==> src/rtl/rpn_pkg.sv <==
// ----------------------------------------------------------------------------
// rpn_pkg
// Shared constants, symbol codes and the sequencer state type of the
// postfix evaluator.
// ----------------------------------------------------------------------------
`timescale 1ns / 1ps

package rpn_pkg;

    // Operand stack geometry
    localparam int STACK_DEPTH = 32;
    localparam int ADDR_W      = (STACK_DEPTH > 1) ? $clog2(STACK_DEPTH) : 1;
    localparam int SP_W        = $clog2(STACK_DEPTH + 1);

    // Operand word width and divider step counter width
    localparam int WORD_W = 8;
    localparam int CNT_W  = $clog2(WORD_W);

    // Symbol codes
    localparam logic [7:0] SYM_ZERO = 8'h30;
    localparam logic [7:0] SYM_ADD  = 8'h2B;
    localparam logic [7:0] SYM_SUB  = 8'h2D;
    localparam logic [7:0] SYM_MUL  = 8'h2A;
    localparam logic [7:0] SYM_DIV  = 8'h2F;

    // Sequencer states
    typedef enum logic [2:0] {
        S_IDLE,
        S_POPR,
        S_POPL,
        S_CALC,
        S_DIV,
        S_PUSH,
        S_FPOP,
        S_EMIT
    } rpn_state_t;

    // True for the four operator bytes
    function automatic logic is_operator(input logic [7:0] sym);
        is_operator = (sym == SYM_ADD) || (sym == SYM_SUB) ||
                      (sym == SYM_MUL) || (sym == SYM_DIV);
    endfunction

endpackage

==> src/rtl/rpn_stack_ram.sv <==
// ----------------------------------------------------------------------------
// rpn_stack_ram
// Simple dual-port synchronous RAM: one write port, one read port with
// registered read data that holds while no read is issued.
// ----------------------------------------------------------------------------
`timescale 1ns / 1ps

module rpn_stack_ram #(
    parameter int DEPTH = 32,
    parameter int WIDTH = 8,
    parameter int AW    = (DEPTH > 1) ? $clog2(DEPTH) : 1
) (
    input  logic             clk,
    input  logic             wr_en,
    input  logic [AW-1:0]    wr_addr,
    input  logic [WIDTH-1:0] wr_data,
    input  logic             rd_en,
    input  logic [AW-1:0]    rd_addr,
    output logic [WIDTH-1:0] rd_data
);

    logic [WIDTH-1:0] mem [DEPTH];
    logic [WIDTH-1:0] rd_data_reg;

    // Write port
    always_ff @(posedge clk)
    begin
        if (wr_en)
        begin
            mem[wr_addr] <= wr_data;
        end
    end

    // Read port with registered read data
    always_ff @(posedge clk)
    begin
        if (rd_en)
        begin
            rd_data_reg <= mem[rd_addr];
        end
    end

    assign rd_data = rd_data_reg;

endmodule

==> src/rtl/rpn_divider.sv <==
// ----------------------------------------------------------------------------
// rpn_divider
// Iterative signed 8-bit divider, one quotient bit per cycle on the
// magnitudes; quotient truncates toward zero and wraps to 8 bits.
// ----------------------------------------------------------------------------
`timescale 1ns / 1ps

module rpn_divider
    import rpn_pkg::*;
(
    input  logic                     clk,
    input  logic                     rst_n,
    input  logic                     start,
    input  logic signed [WORD_W-1:0] dividend,
    input  logic signed [WORD_W-1:0] divisor,
    output logic                     done,
    output logic signed [WORD_W-1:0] quotient
);

    logic              busy_reg;
    logic              done_reg;
    logic [CNT_W-1:0]  cnt_reg;
    logic [WORD_W-1:0] rem_reg;
    logic [WORD_W-1:0] quo_reg;
    logic [WORD_W-1:0] dvs_reg;
    logic              neg_reg;

    logic [WORD_W-1:0] dvd_mag;
    logic [WORD_W-1:0] dvs_mag;
    logic [WORD_W-1:0] trial;
    logic              fits;

    // Operand magnitudes; the most negative value maps to its unsigned twin
    assign dvd_mag = dividend[WORD_W-1] ? WORD_W'(-dividend) : dividend;
    assign dvs_mag = divisor[WORD_W-1]  ? WORD_W'(-divisor)  : divisor;

    // Shift in the next dividend bit and try the subtraction
    assign trial = {rem_reg[WORD_W-2:0], quo_reg[WORD_W-1]};
    assign fits  = (trial >= dvs_reg);

    // Control
    always_ff @(posedge clk or negedge rst_n)
    begin
        if (!rst_n)
        begin
            busy_reg <= 1'b0;
            done_reg <= 1'b0;
            cnt_reg  <= '0;
        end
        else
        begin
            done_reg <= 1'b0;
            if (start)
            begin
                busy_reg <= 1'b1;
                cnt_reg  <= '0;
            end
            else if (busy_reg)
            begin
                cnt_reg <= cnt_reg + 1'b1;
                if (cnt_reg == CNT_W'(WORD_W - 1))
                begin
                    busy_reg <= 1'b0;
                    done_reg <= 1'b1;
                end
            end
        end
    end

    // Datapath
    always_ff @(posedge clk)
    begin
        if (start)
        begin
            rem_reg <= '0;
            quo_reg <= dvd_mag;
            dvs_reg <= dvs_mag;
            neg_reg <= dividend[WORD_W-1] ^ divisor[WORD_W-1];
        end
        else if (busy_reg)
        begin
            rem_reg <= fits ? WORD_W'(trial - dvs_reg) : trial;
            quo_reg <= {quo_reg[WORD_W-2:0], fits};
        end
    end

    assign done     = done_reg;
    assign quotient = neg_reg ? WORD_W'(-quo_reg) : quo_reg;

endmodule

==> src/rtl/postfix_expression_evaluator.sv <==
// ----------------------------------------------------------------------------
// postfix_expression_evaluator
// Reverse Polish evaluator over an 8-bit operand stack held in a RAM.
// ----------------------------------------------------------------------------
// Usage:
//   Input channel s_*: one postfix symbol byte per item in s_tdata, with
//   s_tlast on the final symbol of an expression. Operators + - * / pop two
//   operands and push the result; any other byte pushes (byte - 48).
//   Output channel m_*: one item per expression, sent after the last symbol,
//   holding the popped answer in m_tdata and the sticky underflow, overflow
//   and divide-by-zero flags in m_tuser. The stack and flags then clear.
// Timing:
//   A push symbol goes straight to the push state; an add, subtract or
//   multiply pops the right and then the left operand, computes and pushes;
//   a divide by a non-zero divisor also waits on the bit-serial divider (8
//   steps, then its done strobe); a zero divisor skips the divider. Each stack
//   pop is one RAM read. A last symbol adds the final pop and the output
//   load. One symbol is worked on at a time.
// Reset:
//   rst_n clears the stack pointer, the flags and the output valid; the
//   stack RAM itself is not cleared, only entries pushed since are read.
// Stall:
//   A result waits in the output register while m_tready is low; new symbols
//   are still taken, and only a further result holds until it is free.
// ----------------------------------------------------------------------------
`timescale 1ns / 1ps

module postfix_expression_evaluator
    import rpn_pkg::*;
(
    input  logic       clk,
    input  logic       rst_n,
    input  logic       s_tvalid,
    output logic       s_tready,
    input  logic [7:0] s_tdata,   // [7:0] symbol
    input  logic       s_tlast,   // last
    output logic       m_tvalid,
    input  logic       m_tready,
    output logic [7:0] m_tdata,   // [7:0] value
    output logic [2:0] m_tuser    // [0] underflow, [1] overflow, [2] divide_by_zero
);

    rpn_state_t state_reg, state_next;

    logic [SP_W-1:0]          sp_reg;
    logic                     uf_reg;
    logic                     of_reg;
    logic                     dz_reg;
    logic                     pend_reg;
    logic                     out_valid_reg;

    logic [7:0]               sym_reg;
    logic                     last_reg;
    logic signed [WORD_W-1:0] right_reg;
    logic [WORD_W-1:0]        result_reg;
    logic [WORD_W-1:0]        out_value_reg;
    logic [2:0]               out_flags_reg;

    logic                     rd_en;
    logic [ADDR_W-1:0]        rd_addr;
    logic [WORD_W-1:0]        rd_data;
    logic                     wr_en;
    logic [ADDR_W-1:0]        wr_addr;
    logic                     div_start;
    logic                     div_done;
    logic signed [WORD_W-1:0] div_q;

    logic                     sp_empty;
    logic                     sp_full;
    logic [SP_W-1:0]          sp_dec;
    logic signed [WORD_W-1:0] popped;
    logic signed [2*WORD_W-1:0] product;
    logic                     out_free;

    assign sp_empty = (sp_reg == '0);
    assign sp_full  = (sp_reg == SP_W'(STACK_DEPTH));
    assign sp_dec   = sp_reg - 1'b1;
    assign popped   = pend_reg ? rd_data : '0;
    assign product  = popped * right_reg;
    assign out_free = !out_valid_reg || m_tready;

    // Stack memory
    rpn_stack_ram #(
        .DEPTH (STACK_DEPTH),
        .WIDTH (WORD_W)
    ) u_ram (
        .clk     (clk),
        .wr_en   (wr_en),
        .wr_addr (wr_addr),
        .wr_data (result_reg),
        .rd_en   (rd_en),
        .rd_addr (rd_addr),
        .rd_data (rd_data)
    );

    // Divider
    rpn_divider u_div (
        .clk      (clk),
        .rst_n    (rst_n),
        .start    (div_start),
        .dividend (popped),
        .divisor  (right_reg),
        .done     (div_done),
        .quotient (div_q)
    );

    // Next state
    always_comb
    begin
        state_next = state_reg;
        unique case (state_reg)
            S_IDLE:
            begin
                if (s_tvalid)
                begin
                    state_next = is_operator(s_tdata) ? S_POPR : S_PUSH;
                end
            end
            S_POPR: state_next = S_POPL;
            S_POPL: state_next = S_CALC;
            S_CALC: state_next = div_start ? S_DIV : S_PUSH;
            S_DIV:
            begin
                if (div_done)
                begin
                    state_next = S_PUSH;
                end
            end
            S_PUSH: state_next = last_reg ? S_FPOP : S_IDLE;
            S_FPOP: state_next = S_EMIT;
            S_EMIT:
            begin
                if (out_free)
                begin
                    state_next = S_IDLE;
                end
            end
            default: state_next = S_IDLE;
        endcase
    end

    // Sequencer outputs: handshake, RAM ports, divider start
    always_comb
    begin
        s_tready  = 1'b0;
        rd_en     = 1'b0;
        rd_addr   = sp_dec[ADDR_W-1:0];
        wr_en     = 1'b0;
        wr_addr   = sp_reg[ADDR_W-1:0];
        div_start = 1'b0;
        unique case (state_reg)
            S_IDLE:                 s_tready  = 1'b1;
            S_POPR, S_POPL, S_FPOP: rd_en     = !sp_empty;
            S_CALC:                 div_start = (sym_reg == SYM_DIV) && (right_reg != '0);
            S_PUSH:                 wr_en     = !sp_full;
            S_DIV, S_EMIT:          ;
            default:                ;
        endcase
    end

    // Control registers
    always_ff @(posedge clk or negedge rst_n)
    begin
        if (!rst_n)
        begin
            state_reg     <= S_IDLE;
            sp_reg        <= '0;
            uf_reg        <= 1'b0;
            of_reg        <= 1'b0;
            dz_reg        <= 1'b0;
            pend_reg      <= 1'b0;
            out_valid_reg <= 1'b0;
        end
        else
        begin
            state_reg <= state_next;
            // Load a new result, or drop the taken one
            if ((state_reg == S_EMIT) && out_free)
            begin
                out_valid_reg <= 1'b1;
            end
            else if (out_valid_reg && m_tready)
            begin
                out_valid_reg <= 1'b0;
            end
            unique case (state_reg)
                S_POPR, S_POPL, S_FPOP:
                begin
                    // Pop: an empty stack yields zero and flags underflow
                    if (sp_empty)
                    begin
                        uf_reg   <= 1'b1;
                        pend_reg <= 1'b0;
                    end
                    else
                    begin
                        sp_reg   <= sp_dec;
                        pend_reg <= 1'b1;
                    end
                end
                S_CALC:
                begin
                    if ((sym_reg == SYM_DIV) && (right_reg == '0))
                    begin
                        dz_reg <= 1'b1;
                    end
                end
                S_PUSH:
                begin
                    // Push: a full stack drops the value and flags overflow
                    if (sp_full)
                    begin
                        of_reg <= 1'b1;
                    end
                    else
                    begin
                        sp_reg <= sp_reg + 1'b1;
                    end
                end
                S_EMIT:
                begin
                    if (out_free)
                    begin
                        sp_reg <= '0;
                        uf_reg <= 1'b0;
                        of_reg <= 1'b0;
                        dz_reg <= 1'b0;
                    end
                end
                S_IDLE, S_DIV: ;
                default:       ;
            endcase
        end
    end

    // Payload registers
    always_ff @(posedge clk)
    begin
        unique case (state_reg)
            S_IDLE:
            begin
                if (s_tvalid)
                begin
                    sym_reg    <= s_tdata;
                    last_reg   <= s_tlast;
                    result_reg <= s_tdata - SYM_ZERO;
                end
            end
            S_POPL: right_reg <= popped;
            S_CALC:
            begin
                unique case (sym_reg)
                    SYM_ADD: result_reg <= popped + right_reg;
                    SYM_SUB: result_reg <= popped - right_reg;
                    SYM_MUL: result_reg <= product[WORD_W-1:0];
                    default: result_reg <= '0;
                endcase
            end
            S_DIV:
            begin
                if (div_done)
                begin
                    result_reg <= div_q;
                end
            end
            S_EMIT:
            begin
                if (out_free)
                begin
                    out_value_reg <= popped;
                    out_flags_reg <= {dz_reg, of_reg, uf_reg};
                end
            end
            S_POPR, S_PUSH, S_FPOP: ;
            default:                ;
        endcase
    end

    assign m_tvalid = out_valid_reg;
    assign m_tdata  = out_value_reg;
    assign m_tuser  = out_flags_reg;

endmodule

==> config.mk <==
export PLATFORM = sky130hd
export DESIGN_NAME = postfix_expression_evaluator
export DESIGN_NICKNAME = d
export VERILOG_FILES = /design/src/rtl/rpn_pkg.sv /design/src/rtl/rpn_stack_ram.sv /design/src/rtl/rpn_divider.sv /design/src/rtl/postfix_expression_evaluator.sv
export SDC_FILE = /design/constraint.sdc
export NUM_CORES = 1
export LEC_CHECK = 0
export ABC_AREA = 1
export BUFFER_PORTS_ARGS = -buffer_cell sky130_fd_sc_hd__buf_2
export CORE_MARGIN = 5
export CORE_UTILIZATION = 44
export DETAILED_ROUTE_END_ITERATION = 8
export GPL_TIMING_DRIVEN = 0
export HOLD_SLACK_MARGIN = 0.08
export PLACE_DENSITY = 0.71
export SLEW_MARGIN = 20
export SYNTH_ARGS = -nofsm -noshare
export SYNTH_HDL_FRONTEND = slang
export SYNTH_SLANG_ARGS = --single-unit
==> constraint.sdc <==
create_clock -name clk -period 8.3 [get_ports clk]
set_input_delay 0.415 -clock clk [delete_from_list [all_inputs] [get_ports clk]]
set_output_delay 0.415 -clock clk [all_outputs]
set_load 0.02 [all_outputs]
==> Word level (Yosys, flattened, before mapping) <==
Memory sizes are Yosys's and may differ from the RTL's. A register that Yosys moved wholly into a read port is not among the register bits.
Cells that the tools add are included.
{ "classes": {"bitwise_logic": 1, "n_mux": 46, "n_reduce_logical": 31, "eq_ne": 25, "mul": 1, "magnitude_cmp": 1, "add_sub_neg": 10} }
{ "ops": {"columns": ["cell", "n"], "rows": [
  ["$eq A8 B6 Y1 const B", 8],
  ["$mux W8", 7],
  ["$pmux W8 S3", 2],
  ["$neg A8 Y8", 3],
  ["$pmux W3 S8", 1],
  ["$mux W3", 7],
  ["$mux W1", 20],
  ["$mux W6", 3],
  ["$pmux W6 S3", 1],
  ["$eq A3 B3 Y1 const B", 5],
  ["$reduce_and A3 Y1", 5],
  ["$mux W7", 2],
  ["$ne A2 B2 Y1 const B", 7],
  ["$reduce_bool A2 Y1", 5],
  ["$add A8 B8 Y8", 1],
  ["$ge A8 B8 Y1", 1],
  ["$logic_not A8 Y1", 1],
  ["$mul A8 B8 Y8", 1],
  ["$reduce_bool A8 Y1", 1],
  ["$sub A8 B6 Y8 const B", 1],
  ["$sub A8 B8 Y8", 1],
  ["$sub A7 B7 Y7", 1],
  ["$add A6 B1 Y6 const B", 1],
  ["$eq A3 B2 Y1 const B", 2],
  ["16 further kinds", 28]
]} }
{ "word_totals": {"n_memories": 1, "reg_bits": 79, "mem_bits_rw": 256, "elab_cells": 137, "output_inout_bits": 13} }
{ "mem_list": {"columns": ["memory", "words", "word_bits", "rd", "rd_clocked_by_memory_dff", "wr", "line_no", "rtl"], "rows": [
  ["u_ram.mem", 32, 8, 1, 1, 1, "rpn_stack_ram.sv:22", "logic [WIDTH-1:0] mem [DEPTH];"]
]} }

==> Depth between registers and ports, before layout <==
{ "logic_depth": {"ltp_word": 7, "mapped_depth": 25, "mapped_depth_nobuf": 24} }

==> By module <==
From an unflattened synthesis, not the netlist that was laid out.
{ "hier_totals": {"cells_unflattened": 1664, "hier_area_um2": 16751.1} }
{ "by_module_without_submodules": {"columns": ["module", "instances", "area_each_um2", "cells_per_inst"], "rows": [
  ["rpn_stack_ram", 1, 10866.7, 922],
  ["postfix_expression_evaluator", 1, 3870.0, 486],
  ["rpn_divider", 1, 2014.4, 256]
]} }

==> Worst setup path after synthesis <==
OpenSTA, ideal clock, no wires.
{ "synth_path": {"kind": "reg2reg", "start": "reg pend_reg", "end": "reg result_reg[7], data pin", "path_slack_ns": 4.097, "required_time_ns": 8.048, "t_arrival_ns": 3.951, "path_stages_with_launch": 25, "synth_period_minus_slack_ns": 4.203, "setup_ns": 0.252, "path_cell_list": "dfrtp_1 > buf_6 > nand2_2 > inv_1 > nand2_1 > fa_1 > inv_1 > fa_1 > fa_1 > inv_1 > fa_1 > inv_1 > ha_1 > a21oi_1 > nand2_1 > nand2_1 > nand2_1 > inv_1 > nand2_1 > nand2_1 > nand3_1 > nand3_1 > nand2_1 > nand2_1 > nand2_1"} }
{ "synth_via": {"elab_chain_cells": 4} }
{ "synth_lines": {"columns": ["item", "line_no", "rtl"], "rows": [
  ["start: declaration", "postfix_expression_evaluator.sv:49", "logic pend_reg;"],
  ["start signal: assignment", "postfix_expression_evaluator.sv:171", "pend_reg <= 1'b0;"],
  ["start signal: assignment", "postfix_expression_evaluator.sv:193", "pend_reg <= 1'b0;"],
  ["start signal: assignment", "postfix_expression_evaluator.sv:198", "pend_reg <= 1'b1;"],
  ["$mux W8 *", "postfix_expression_evaluator.sv:78", "assign popped = pend_reg ? rd_data : '0;"],
  ["named net popped[1]", "postfix_expression_evaluator.sv:71", "logic signed [WORD_W-1:0] popped;"],
  ["$mul A8 B8 Y8, or another cell as far along", "postfix_expression_evaluator.sv:79", "assign product = popped * right_reg;"],
  ["$pmux W8 S3 *", "postfix_expression_evaluator.sv:252", "unique case (sym_reg)"],
  ["$pmux W8 S3 *", "postfix_expression_evaluator.sv:239", "unique case (state_reg)"],
  ["end signal: assignment", "postfix_expression_evaluator.sv:253", "SYM_ADD: result_reg <= popped + right_reg;"],
  ["end signal: assignment", "postfix_expression_evaluator.sv:254", "SYM_SUB: result_reg <= popped - right_reg;"],
  ["end signal: assignment", "postfix_expression_evaluator.sv:255", "SYM_MUL: result_reg <= product[WORD_W-1:0];"],
  ["end: declaration", "postfix_expression_evaluator.sv:55", "logic [WORD_W-1:0] result_reg;"]
]} }
The timed path passes the listed nets; every way through them passes the cells marked *.
A chain may end at the register's enable or synchronous reset.

==> Final worst setup path <==
Same ends and word-level chain as after synthesis.

==> flow_metrics.py <==
metrics = {
    "outcome": {
        "status": "finished, final reports clean",
    },
    "detailed_routing": {
        "vias": 11600,
        "vias_per_cell": 5.52,
        "drt_iter0_drc": 1092,
        "detail-route-antenna-nets": 0,
        "avgRoutedWirePerCell_um": 20.4,
        "drtPass1Iterations": 5,
        "postRouteWirelength_um": 42900,
        "drc": 0,
    },
    "yosys": {
        "synth-simple-area-share_pct": 14.6,
        "synth_compound_area_share_pct": 10.8,
        "ys.flop_type": "edfxtp_1",
        "synth-seq-area-share_pct": 61.3,
        "synth_edf_count": 317,
        "synth_top_family_by_area": "simple AND/OR/NAND/NOR gates",
        "synth_cell_type_count": 62,
        "syn-num-nets": 1561,
        "yosysTopAreaCell": "edfxtp_1",
        "yosysMostFrequentCell": "edfxtp_1",
        "synth.area.mux_share_pct": 1.71,
        "netlist_area_mm2": 0.0165,
        "async_flop_share_pct": 5.54,
        "ys_seq_elements": 343,
        "synthCells": 1487,
        "netlist_top_cells_count": "edfxtp_1, nand2_1, nor2_1, o21ai_0, inv_1",
        "synthTopCellsByArea": "edfxtp_1, nand2_1, nor2_1, o21ai_0, ha_1",
        "synth_warnings": 0,
        "synth_fa_ha_area_share_pct": 5.25,
        "netlist.area_leader.share_pct": 57.6,
        "synth_xor_area_share_pct": 0.969,
        "synth.avg_cell_area_um2": 11.1,
    },
    "clocking": {
        "cts_resized": 0,
        "post_cts_buffers": 0,
        "clkSlewWorstSetupHoldPaths_ns": 0.06,
        "tritoncts": "yes",
        "htreeDepth": 2,
        "cts_buffers": 37,
        "clock_sinks": 343,
        "clockBufferDepth": 3,
        "clk_latency_ns": 0.55,
        "root_buffer": "clkbuf_16",
    },
    "finish": {
        "syn_to_final_growth_pct": 13.6,
        "nets": 1641,
        "antenna_cells": 0,
        "finalInstanceArea_mm2": 0.0188,
        "layout.filler_cells": 3251,
        "drive_above_1_share_pct": 11.8,
        "largest_reg_flops": 256,
        "finalNonFillerCells": 2107,
        "regMostFlops": "u_ram.mem",
    },
    "timing": {
        "fin_worst_skew_ns": 0.0238,
        "rsz0062_at_grt": "no",
        "min_period_over_period_pct": 57.7,
        "finalWorstSetupSlack_ns": 3.51,
        "worst_pin_slew_ns": 1.07,
        "setup_viol": 0,
        "period_needed_ns": 4.79,
        "max_freq_mhz": 209,
        "final_hold_viol_count": 0,
        "slew-limit-headroom_pct": 28.4,
        "drv_slew": 0,
        "fin_tns_setup_ns": 0,
    },
    "worst_setup_path": {
        "path_cells": "buf_6 -> nand2_2 -> inv_1 -> nand2_1 -> fa_1 -> inv_1 -> fa_1 -> fa_1 -> inv_1 -> fa_1 -> inv_1 -> ha_1 -> a21oi_1 -> nand3_1 -> nand2_1 -> nand3_1 -> nand2_1 -> nand3_1 -> nand3_1 -> nand2_1 -> nand2_1 -> nand2_1",
        "cp_max_fo": 10,
        "crit_family": "adder cells",
        "crit_top_cell": "nand2_1",
        "cp_slowest_cell": "fa_1",
        "critPathLaunch": "pend_reg",
        "slowest_delay_ns": 0.54,
        "worst_setup_path_start_kind": "register",
        "critPathArrivalTime_ns": 5.09,
        "r2r_start": "pend_reg",
        "worstPathRequired_ns": 8.61,
        "worst-setup-path-type": "reg2reg",
        "critical_path_buf_inv_count": 5,
        "end_kind": "register",
    },
    "grt": {
        "grt_usage_pct": 20.6,
        "grt_max_degree": 33,
        "first_global_vias": 11400,
        "grt_pass1_wl_um": 65600,
        "antenna_found_initial": 0,
        "overflow": 0,
    },
    "floorplanning": {
        "die_w_um": 204,
        "die_area_mm2": 0.0415,
        "initial_utilization_pct": 44.2,
        "io_pins": 26,
        "rows": 71,
        "core_area_mm2": 0.0374,
        "dieHeight_um": 204,
    },
    "place": {
        "port_buffers": 25,
        "dp_slack_ns": 3.49,
        "routabilityCongestion": 0.965,
        "place_area_mm2": 0.0174,
        "hpwl_um": 30700,
        "dp_cells": 2028,
    },
    "power": {
        "max-vdd-ir-drop_uv": 233,
        "power.density_mw_per_mm2": 420,
        "p_leak_nw": 7.20,
    },
    "hold_path": {
        "hold_class": "in2reg",
        "min-delay-start": "s_tdata[4]",
    },
    "flow_run": {
        "drv_cap": 0,
    },
}
-- logic make-up after synthesis --
group / after synthesis
compound gates: 280
xor+xnor: 14
fa+ha+maj: 61
buf+inv: 199
flops: 343
mux: 28
simple gates: 562
-- layout by cell type (no fill, tap or decap), drive strengths merged, types with 2 or more instances in the layout --
cell type	count
edfxtp	317
a21oi	22
o211ai	38
or2	3
ha	47
xor2	11
clkinv	19
fa	14
mux2i	26
a21o	2
nand4	8
nor2	248
o32ai	32
dfxtp	7
dlygate4sd3	9
dfrtp	19
o221ai	19
xnor2	3
buf	65
o31ai	5
a22o	2
nand3	38
inv	140
nand2	244
o22ai	9
a22oi	2
o21ai	145
mux2	2
bufinv	4
clkbuf	70
nor3	16
-- where the power goes --
group          switching [W]  internal (W)  total (W)
registers           0.000223       0.00232    0.00254
logic                0.00253       0.00114    0.00367
clock network       0.000700      0.000969    0.00167
-- per-layer routing --
metal	vias to the layer above	part of all wire [%]	routed length, um	track usage, %
met5	-	0	0	0
met1	5636	42	17900	27.3
met4	0	4.0	1700	8.12
li1	5405	-	-	-
met2	483	47	20400	34.1
met3	102	6.8	2930	3.28
-- metrics by stage --
| stage | power (W) | util (%) | hold WS (ns) |
|---|---|---|---|
| global route | 0.00831 | 50.2 | 0.110 |
| detailed placement | 0.00614 | 46.6 | 0.393 |
| CTS | 0.00782 | 50.1 | 0.0867 |
| floorplan | 0.00480 | - | 0.119 |
| finish | 0.00788 | 50.2 | 0.118 |
| global placement | 0.00602 | 46.2 | 0.392 |
-- worst paths after layout --
path	slack, ns	depth (start not counted)	end
hold / removal	0.12	1	sym_reg[4]
max in group asynchronous	7.58	2	m_tvalid
setup / recovery	3.51	22	result_reg[7]
min in group asynchronous	0.36	2	u_div.cnt_reg[0]
setup reg to reg	3.51	22	result_reg[7]
hold reg to reg	0.46	2	u_div.rem_reg[6]
-- final cells by class --
class,count,area (um^2),area share (%)
multi-input combinational,945,5540,29.5
clock inverter,24,274,1.46
buffer,59,340,1.81
timing repair buffer,41,358,1.91
clock buffer,44,962,5.12
tap,511,639,3.40
inverter,140,538,2.86
sequential,343,10100,54.0
-- repair_timing --
| item | CTS | global route |
|---|---|---|
| endpoints found under the setup margin | 0 | 0 |
| hold buffers | 9 | 0 |
| endpoints found under the hold margin | 27 | 0 |
Power figures use the tool's default switching activity.
